**config.mk**
```make
export PLATFORM = sky130hd
export DESIGN_NAME = surround_activity_layout_switch_core
export DESIGN_NICKNAME = d
export VERILOG_FILES = /design/src/design/saslsw_pkg.sv /design/src/design/saslsw_queue.sv /design/src/design/saslsw_front.sv /design/src/design/saslsw_back.sv /design/src/design/surround_activity_layout_switch_core.sv
export SDC_FILE = /design/constraint.sdc
export NUM_CORES = 1
export LEC_CHECK = 0
export ABC_AREA = 1
export BUFFER_PORTS_ARGS = -buffer_cell sky130_fd_sc_hd__buf_2
export CORE_UTILIZATION = 55
export CTS_BUF_LIST = sky130_fd_sc_hd__clkbuf_16
export DETAILED_ROUTE_END_ITERATION = 8
export GPL_TIMING_DRIVEN = 0
export PLACE_DENSITY = 0.74
export SKIP_LAST_GASP = 1
export SLEW_MARGIN = 15
export SYNTH_ARGS = -nofsm -noshare
export SYNTH_HDL_FRONTEND = slang
export SYNTH_HIERARCHICAL = 1
export SYNTH_SLANG_ARGS = --single-unit
export TNS_END_PERCENT = 10
```
**constraint.sdc**
```tcl
create_clock -name clk -period 4.03 [get_ports clk]
set_input_delay 0.6045 -clock clk [delete_from_list [all_inputs] [get_ports clk]]
set_output_delay 0.6045 -clock clk [all_outputs]
set_load 0.02 [all_outputs]
```
**src/design/saslsw_pkg.sv**
```systemverilog
`timescale 1ns / 1ps

package saslsw_pkg;

    localparam logic [31:0] FULL_SCALE = 32'h8000_0000;

    localparam logic [1:0] FMT_FLOAT32 = 2'd0;
    localparam logic [1:0] FMT_INT16   = 2'd1;
    localparam logic [1:0] FMT_INT32   = 2'd2;

    localparam logic [2:0] REG_AUTO_ENABLE   = 3'd0;
    localparam logic [2:0] REG_SAMPLE_FORMAT = 3'd1;
    localparam logic [2:0] REG_MONITOR_MASK  = 3'd2;
    localparam logic [2:0] REG_THRESHOLD     = 3'd3;
    localparam logic [2:0] REG_HOLD_PACKETS  = 3'd4;

    localparam int MID_DEPTH = 4;
    localparam int OUT_DEPTH = 2;

    // classified sample word handed from front to back
    typedef struct packed {
        logic [31:0] mag;
        logic        last;
        logic        is_real;
    } saslsw_item_t;

    typedef struct packed {
        logic        surround_selected;
        logic        activity_seen;
        logic [31:0] peak_level;
    } saslsw_result_t;

    typedef struct packed {
        logic        auto_enable;
        logic        mask_any;
        logic [31:0] threshold;
        logic [15:0] hold_packets;
    } saslsw_back_cfg_t;

endpackage

```
**src/design/saslsw_queue.sv**
```systemverilog
`timescale 1ns / 1ps

module saslsw_queue
#(
    parameter int WIDTH = 32,
    parameter int DEPTH = 4
)
(
    input  logic             clk,
    input  logic             rst_n,
    input  logic             push,
    input  logic [WIDTH-1:0] wdata,
    output logic             full,
    input  logic             pop,
    output logic [WIDTH-1:0] rdata,
    output logic             empty
);

    localparam int AW = $clog2(DEPTH);

    logic [WIDTH-1:0] mem_reg [DEPTH];
    logic [AW-1:0]    wr_ptr_reg;
    logic [AW-1:0]    wr_ptr_next;
    logic [AW-1:0]    rd_ptr_reg;
    logic [AW-1:0]    rd_ptr_next;
    logic [AW:0]      count_reg;
    logic [AW:0]      count_next;
    logic             do_push;
    logic             do_pop;

    assign full    = (count_reg == (AW+1)'(DEPTH));
    assign empty   = (count_reg == '0);
    assign do_push = push && !full;
    assign do_pop  = pop && !empty;
    assign rdata   = mem_reg[rd_ptr_reg];

    always_comb
    begin
        wr_ptr_next = do_push ? wr_ptr_reg + AW'(1) : wr_ptr_reg;
        rd_ptr_next = do_pop ? rd_ptr_reg + AW'(1) : rd_ptr_reg;
        count_next  = count_reg;
        if (do_push && !do_pop)
        begin
            count_next = count_reg + (AW+1)'(1);
        end
        else if (do_pop && !do_push)
        begin
            count_next = count_reg - (AW+1)'(1);
        end
    end

    always_ff @(posedge clk or negedge rst_n)
    begin
        if (!rst_n)
        begin
            wr_ptr_reg <= '0;
            rd_ptr_reg <= '0;
            count_reg  <= '0;
        end
        else
        begin
            wr_ptr_reg <= wr_ptr_next;
            rd_ptr_reg <= rd_ptr_next;
            count_reg  <= count_next;
        end
    end

    always_ff @(posedge clk)
    begin
        if (do_push)
        begin
            mem_reg[wr_ptr_reg] <= wdata;
        end
    end

endmodule

```
**src/design/saslsw_front.sv**
```systemverilog
`timescale 1ns / 1ps

module saslsw_front
    import saslsw_pkg::*;
(
    input  logic [31:0]  sample,
    input  logic [1:0]   sample_format,
    input  logic         monitored,
    input  logic         last_of_packet,
    input  logic         real_input,
    output saslsw_item_t item
);

    logic [7:0]  exp_f;
    logic [23:0] sig_f;
    logic [2:0]  shl_f;
    logic [7:0]  shr_f;
    logic [31:0] mag_float;
    logic [15:0] mag16;
    logic [31:0] mag;

    always_comb
    begin
        exp_f = sample[30:23];
        sig_f = {1'b1, sample[22:0]};
        shl_f = 3'(exp_f - 8'd119);
        shr_f = 8'd119 - exp_f;
        // |x| * 2^31 truncated; zero/subnormal and inf/nan read as silence
        if (exp_f == 8'hFF || exp_f == 8'h00)
        begin
            mag_float = '0;
        end
        else if (exp_f >= 8'd127)
        begin
            mag_float = FULL_SCALE;
        end
        else if (exp_f >= 8'd119)
        begin
            mag_float = {8'd0, sig_f} << shl_f;
        end
        else if (shr_f >= 8'd24)
        begin
            mag_float = '0;
        end
        else
        begin
            mag_float = {8'd0, sig_f >> shr_f[4:0]};
        end

        // -32768 wraps to 0x8000 which is already full scale
        mag16 = sample[15] ? (16'd0 - sample[15:0]) : sample[15:0];

        case (sample_format)
            FMT_FLOAT32: mag = mag_float;
            FMT_INT16:   mag = {mag16, 16'd0};
            FMT_INT32:   mag = sample[31] ? (32'd0 - sample) : sample;
            default:     mag = '0;
        endcase

        item.mag     = monitored ? mag : '0;
        item.last    = last_of_packet;
        item.is_real = real_input;
    end

endmodule

```
**src/design/saslsw_back.sv**
```systemverilog
`timescale 1ns / 1ps

module saslsw_back
    import saslsw_pkg::*;
(
    input  logic             clk,
    input  logic             rst_n,
    input  saslsw_back_cfg_t cfg,
    input  logic             item_valid,
    input  saslsw_item_t     item,
    output logic             res_valid,
    output saslsw_result_t   res
);

    logic [31:0] peak_reg;
    logic [31:0] peak_next;
    logic [15:0] quiet_reg;
    logic [15:0] quiet_next;
    logic        surround_reg;
    logic        surround_next;
    logic [31:0] peak_cur;
    logic [15:0] quiet_inc;
    logic        active;

    always_comb
    begin
        peak_cur      = (item.mag > peak_reg) ? item.mag : peak_reg;
        quiet_inc     = quiet_reg + 16'd1;
        active        = cfg.mask_any && (peak_cur >= cfg.threshold);
        peak_next     = peak_reg;
        quiet_next    = quiet_reg;
        surround_next = surround_reg;
        res_valid     = item_valid && item.last;
        res           = '0;

        if (item_valid)
        begin
            peak_next = item.last ? '0 : peak_cur;
        end

        if (item_valid && item.last && item.is_real && cfg.auto_enable)
        begin
            if (active)
            begin
                quiet_next    = '0;
                surround_next = 1'b1;
            end
            else if (surround_reg)
            begin
                if (quiet_inc >= cfg.hold_packets)
                begin
                    surround_next = 1'b0;
                    quiet_next    = '0;
                end
                else
                begin
                    quiet_next = quiet_inc;
                end
            end
        end

        // underrun packet end: report zero peak and no activity, keep the surround decision
        res.surround_selected = cfg.auto_enable ? surround_next : 1'b1;
        res.activity_seen     = item.is_real && active;
        res.peak_level        = item.is_real ? peak_cur : '0;
    end

    always_ff @(posedge clk or negedge rst_n)
    begin
        if (!rst_n)
        begin
            peak_reg     <= '0;
            quiet_reg    <= '0;
            surround_reg <= 1'b0;
        end
        else
        begin
            peak_reg     <= peak_next;
            quiet_reg    <= quiet_next;
            surround_reg <= surround_next;
        end
    end

endmodule

```
**src/design/surround_activity_layout_switch_core.sv**
```systemverilog
`timescale 1ns / 1ps

// Channel   Direction  Handshake                  Payload
// input     in         push / full                sample, channel, last_of_packet, real_input
// result    out        empty / pop                surround_selected, activity_seen, peak_level
// config    in         psel, penable, pwrite      paddr, pwdata, prdata, pready
//
// One input word per cycle sustained while the result queue has room; the last word of a
// packet passes front classify, the 4-entry queue and back peak/decision, and its result is
// registered in the 2-entry result queue. full rises only when the back stalls on a full one.
// rst_n is asynchronous; it empties both queues and restores register defaults.
// Registers sit at byte address 4*i; writes complete in the access cycle, pready tied high.

module surround_activity_layout_switch_core
    import saslsw_pkg::*;
#(
    parameter int MAX_CHANNELS = 8
)
(
    input  logic        clk,
    input  logic        rst_n,

    input  logic        psel,
    input  logic        penable,
    input  logic        pwrite,
    input  logic [4:0]  paddr,
    input  logic [31:0] pwdata,
    output logic [31:0] prdata,
    output logic        pready,

    input  logic        push,
    output logic        full,
    input  logic [31:0] sample,
    input  logic [2:0]  channel,
    input  logic        last_of_packet,
    input  logic        real_input,

    output logic        empty,
    input  logic        pop,
    output logic        surround_selected,
    output logic        activity_seen,
    output logic [31:0] peak_level
);

    localparam int ItemW = $bits(saslsw_item_t);
    localparam int ResW  = $bits(saslsw_result_t);

    logic        auto_enable_reg;
    logic [1:0]  sample_format_reg;
    logic [7:0]  monitor_mask_reg;
    logic [31:0] threshold_reg;
    logic [15:0] hold_packets_reg;
    logic        cfg_write;
    logic [2:0]  reg_index;

    logic             chan_ok;
    logic             monitored;
    saslsw_item_t     front_item;
    logic [ItemW-1:0] mid_rdata;
    saslsw_item_t     mid_item;
    logic             mid_empty;
    logic             mid_pop;
    logic             out_full;
    saslsw_back_cfg_t back_cfg;
    logic             res_valid;
    saslsw_result_t   res;
    logic [ResW-1:0]  out_rdata;
    saslsw_result_t   out_res;

    assign pready    = 1'b1;
    assign cfg_write = psel && penable && pwrite;
    assign reg_index = paddr[4:2];

    always_ff @(posedge clk or negedge rst_n)
    begin
        if (!rst_n)
        begin
            auto_enable_reg   <= 1'b0;
            sample_format_reg <= FMT_INT16;
            monitor_mask_reg  <= '0;
            threshold_reg     <= FULL_SCALE;
            hold_packets_reg  <= 16'd1;
        end
        else if (cfg_write)
        begin
            case (reg_index)
                REG_AUTO_ENABLE:   auto_enable_reg   <= pwdata[0];
                REG_SAMPLE_FORMAT: sample_format_reg <= pwdata[1:0];
                REG_MONITOR_MASK:  monitor_mask_reg  <= pwdata[7:0];
                REG_THRESHOLD:     threshold_reg     <= pwdata;
                REG_HOLD_PACKETS:  hold_packets_reg  <= pwdata[15:0];
                default:           ;
            endcase
        end
    end

    always_comb
    begin
        case (reg_index)
            REG_AUTO_ENABLE:   prdata = {31'd0, auto_enable_reg};
            REG_SAMPLE_FORMAT: prdata = {30'd0, sample_format_reg};
            REG_MONITOR_MASK:  prdata = {24'd0, monitor_mask_reg};
            REG_THRESHOLD:     prdata = threshold_reg;
            REG_HOLD_PACKETS:  prdata = {16'd0, hold_packets_reg};
            default:           prdata = '0;
        endcase
    end

    assign chan_ok   = (32'(channel) < 32'(MAX_CHANNELS));
    assign monitored = chan_ok && monitor_mask_reg[channel] && real_input;

    saslsw_front u_front (
        .sample         (sample),
        .sample_format  (sample_format_reg),
        .monitored      (monitored),
        .last_of_packet (last_of_packet),
        .real_input     (real_input),
        .item           (front_item)
    );

    saslsw_queue #(
        .WIDTH (ItemW),
        .DEPTH (MID_DEPTH)
    ) u_mid_queue (
        .clk   (clk),
        .rst_n (rst_n),
        .push  (push),
        .wdata (front_item),
        .full  (full),
        .pop   (mid_pop),
        .rdata (mid_rdata),
        .empty (mid_empty)
    );

    assign mid_item = saslsw_item_t'(mid_rdata);
    // back waits on a full result queue even for mid-packet words
    assign mid_pop  = !mid_empty && !out_full;

    always_comb
    begin
        back_cfg.auto_enable  = auto_enable_reg;
        back_cfg.mask_any     = (monitor_mask_reg != '0);
        back_cfg.threshold    = threshold_reg;
        back_cfg.hold_packets = hold_packets_reg;
    end

    saslsw_back u_back (
        .clk        (clk),
        .rst_n      (rst_n),
        .cfg        (back_cfg),
        .item_valid (mid_pop),
        .item       (mid_item),
        .res_valid  (res_valid),
        .res        (res)
    );

    saslsw_queue #(
        .WIDTH (ResW),
        .DEPTH (OUT_DEPTH)
    ) u_out_queue (
        .clk   (clk),
        .rst_n (rst_n),
        .push  (res_valid),
        .wdata (res),
        .full  (out_full),
        .pop   (pop),
        .rdata (out_rdata),
        .empty (empty)
    );

    assign out_res           = saslsw_result_t'(out_rdata);
    assign surround_selected = out_res.surround_selected;
    assign activity_seen     = out_res.activity_seen;
    assign peak_level        = out_res.peak_level;

    a_peak_bounded: assert property (@(posedge clk) disable iff (!rst_n)
        !empty |-> (peak_level <= FULL_SCALE))
        else $error("peak_level above full scale");

    a_activity_selects_surround: assert property (@(posedge clk) disable iff (!rst_n)
        (res_valid && res.activity_seen) |-> res.surround_selected)
        else $error("activity seen but stereo selected");

    a_manual_is_surround: assert property (@(posedge clk) disable iff (!rst_n)
        (res_valid && !auto_enable_reg) |-> res.surround_selected)
        else $error("auto off but stereo selected");

    a_underrun_silent: assert property (@(posedge clk) disable iff (!rst_n)
        (res_valid && !mid_item.is_real) |-> (res.peak_level == '0 && !res.activity_seen))
        else $error("underrun packet reported activity");

endmodule
```
==> tab_implementation.tex <==
\begin{tabular}{lr}
\hline
Metric & Value \\
\hline
\multicolumn{2}{l}{\textbf{Worst setup path}} \\
Element type at the critical path start & flip-flop \\
Slowest cell on the critical path & dfrtp\_1 \\
Critical path arrival & 4720 ps \\
Cell occurring most often along the worst timing path & nand2\_1 \\
Cell count of the worst reg-to-reg path & 31 \\
WS Path Type & reg2reg \\
Crit. End Element & flip-flop \\
Stage delay of the slowest cell on the critical path & 420 ps \\
Worst Path Max Fanout & 10 \\
Required arrival time at the worst endpoint & 4300 ps \\
\multicolumn{2}{l}{\textbf{Synth}} \\
Largest area contributor in the netlist & edfxtp\_1 \\
Count of warnings emitted by yosys & 6 \\
Net count after synthesis & 2,941 \\
Count of different cell masters after synthesis & 54 \\
Netlist area before placement & 21,500 um\^{}2 \\
Biggest area contributors in the synthesized netlist & edfxtp\_1 29\%, nand2\_1 15\%, dfrtp\_1 14\% \\
Top cell type's share of synthesized area & 0.285 \\
Post-synthesis average cell area & 7.77 um\^{}2 \\
Number of synthesized register bits & 323 \\
Share of the yosys chip area belonging to registers & 0.424 \\
Number of cells produced by synthesis & 2,762 \\
\multicolumn{2}{l}{\textbf{STA}} \\
Number of failing hold endpoints at the final stage & 0 \\
\# setup viols final & 21 \\
Max-slew violation total from the final report & 0 \\
Post-Route Hold Slack & 270 ps \\
Final clock period utilization by the worst path & 1.10 \\
Minimum clock period after layout & 4440 ps \\
RSZ-0062 raised after global routing & true \\
Tightest Pin Transition & 1080 ps \\
Fmax & 0.225 GHz \\
Worst clock skew & 19.4 ps \\
Crit path setup slack, layout & -414 ps \\
Max-slew headroom & 0.279 \\
\multicolumn{2}{l}{\textbf{Power and ir drop}} \\
Combinational group share of total power & 0.635 \\
Part of the power in registers & 0.227 \\
Worst VDD drop & 0.503 mV \\
Leakage power figure & 12.2 nW \\
Switching Power & 10.9 mW \\
Total design power & 23.1 mW \\
PwrDens & 908 nW/um\^{}2 \\
Switching share of power & 0.472 \\
Clock Power Share & 0.138 \\
Int Power & 12.2 mW \\
\multicolumn{2}{l}{\textbf{Global route}} \\
Vias in the first global route & 18,600 \\
Total GRT Usage & 0.346 \\
Total congestion overflow & 0 \\
Wire length of the first global-routing pass & 103,000 um \\
Pin count of the biggest net entering global routing & 72 \\
Antenna violations before repair & 0 \\
\multicolumn{2}{l}{\textbf{Floorplan}} \\
Die height & 200 um \\
Io pins & 150 \\
Width of the die & 200 um \\
Starting utilization of the core area & 0.557 \\
Core box area & 38,600 um\^{}2 \\
Cell Rows & 72 \\
Die area & 39,800 um\^{}2 \\
\multicolumn{2}{l}{\textbf{Final layout}} \\
Ant diodes & 0 \\
Proportion of layout cells with a drive suffix above 1 & 0.199 \\
Post-route non-filler standard cell count & 3,534 \\
Synthesis-to-finish area growth & 18.4\% \\
Number of flip-flops in the largest register & 136 \\
Commonest non-fill, non-tap cell in the layout & nand2\_1 \\
Final-stage net count & 3,170 \\
Leading cell types in the layout, fill and taps excluded & 827 x nand2\_1, 362 x inv\_1, 280 x nand3\_1 \\
\multicolumn{2}{l}{\textbf{Drt}} \\
Final routed wirelength across all metal layers & 72,100 um \\
Average routed wire per standard cell & 20.4 um \\
Total number of vias & 20,100 \\
Drt pass-1 iters & 6 \\
Number of DRC markers after the initial detailed-route iteration & 1,802 \\
Via count normalized by instance count & 5.68 \\
Post-route DRC & 0 \\
Post-detailed-route count of antenna-violating nets & 0 \\
\multicolumn{2}{l}{\textbf{Place}} \\
Number of instances in the placed design & 3,430 \\
Routability-driven placement congestion ratio & 0.982 \\
Port Buffers & 144 \\
Post-DP HPWL & 52,900 um \\
\multicolumn{2}{l}{\textbf{CTS}} \\
Clock buffers created by TritonCTS & 35 \\
Worst-Skew Late Latency & 540 ps \\
Maximum buffer depth of the clock tree & 3 \\
Clock tree from TritonCTS & yes \\
Root Driver & clkbuf\_16 \\
H-tree depth reported by CTS & 2 \\
Clock-pin slew on the worst setup and hold paths & 60 ps \\
Clk sinks & 323 \\
\multicolumn{2}{l}{\textbf{Hold path}} \\
Path category of the worst min-delay check & in2reg \\
Instance count along the most critical hold path & 1 \\
\multicolumn{2}{l}{\textbf{Job}} \\
Max-capacitance violation count & 0 \\
\multicolumn{2}{l}{\textbf{Status}} \\
Failing checks & setup timing \\
Result of the run & complete, but fails checks \\
\hline
\end{tabular}
critical path, delay by kind of cell (launching register included):
family,cells,cell delay [ps]
AOI/OAI and AO/OA,2,450
adders and majority gates,2,520
and+or+nand+nor,21,2010
buffers and inverters,6,780
DFF,1,420
worst paths after layout:
check                                          start                         end  slack (ps)
max                        u_mid_queue/rd_ptr_reg[0]  u_out_queue/mem_reg[0][33]        -410
min                                   last_of_packet   u_mid_queue/mem_reg[1][1]         270
max reg2reg                u_mid_queue/rd_ptr_reg[0]  u_out_queue/mem_reg[0][33]        -410
min reg2reg                       u_back/peak_reg[5]          u_back/peak_reg[5]         480
max in group asynchronous                      rst_n        sample_format_reg[0]        2680
min in group asynchronous                      rst_n         u_back/quiet_reg[4]         570
cells in the mapped netlist, drive strengths merged:
| master | number |
|---|---|
| nand2 | 929 |
| inv | 394 |
| nand3 | 293 |
| edfxtp | 204 |
| nor2 | 191 |
| dfrtp | 116 |
| o21ai | 102 |
| a21oi | 99 |
| ha | 97 |
| o211ai | 91 |
| buf | 88 |
| nand4 | 39 |
| clkbuf | 34 |
| xor2 | 16 |
| nor3 | 11 |
| nand3b | 9 |
| a22o | 8 |
| and2 | 7 |
| a31oi | 5 |
| o21a | 5 |
| or2 | 5 |
| xnor2 | 4 |
| a21o | 3 |
| dfstp | 3 |
| nor4 | 3 |
| clkinv | 2 |
| conb | 1 |
| fa | 1 |
| mux2i | 1 |
| o21bai | 1 |
metrics by stage:
stage	setup slack, ps	utilization	cell area [um^2]	setup TNS (ps)
3_5_place_dp	-845	0.597	23000	-15010
3_3_place_gp	-809	0.592	22800	-17250
4_1_cts	-286	0.630	24300	-4820
6_report	-414	0.659	25400	-7900
2_1_floorplan	328	-	21500	0
5_1_grt	-630	0.659	25400	-12800
timing repair:
| item | CTS | global route |
|---|---|---|
| setup buffers | 3 | 27 |
| hold buffers | 1 | 0 |
| pin swaps | 3 | 84 |
| cloned | 0 | 11 |
| resized for setup | 29 | 126 |
| endpoints found under the hold margin | 8 | 0 |
| endpoints found under the setup margin | 21 | 21 |
cell type report:
cell class	instances	area [um^2]
clock inverters	26	229
well taps	518	648
repair buffers	192	1360
inverters	396	1500
flip-flops and latches	323	9110
fillers	3253	13100
clock buffers	36	901
plain buffers	122	932
multi-input cells	1921	10700
cells by family (layout without fill, tap and decap cells):
group	after synthesis	after routing	share of synthesized area
DFF	323	323	0.424
other	1	1	0.000175
AOI/OAI and AO/OA	314	314	0.0883
buffers and inverters	518	772	0.108
xor gates and xnor gates	20	20	0.00816
adders and majority gates	98	98	0.0575
and+or+nand+nor	1487	1487	0.314
muxes	1	1	0.000466
power by group through the flow:
stage	registers, mW	clock network, mW	logic, mW
finish	5.23	3.19	14.7
global route	5.32	3.35	15.9
CTS	5.21	3.22	11.9
detailed placement	5.27	0	11.5
global placement	5.27	0	11.0
floorplan	5.18	0	8.32
routing by layer:
metal,vias up,global-route usage,share of wire
li1,9449,-,-
met1,9495,0.427,0.39
met2,931,0.589,0.49
met3,198,0.0402,0.064
met4,0,0.191,0.057
met5,-,0,0
Power figures use the tool's default switching activity.
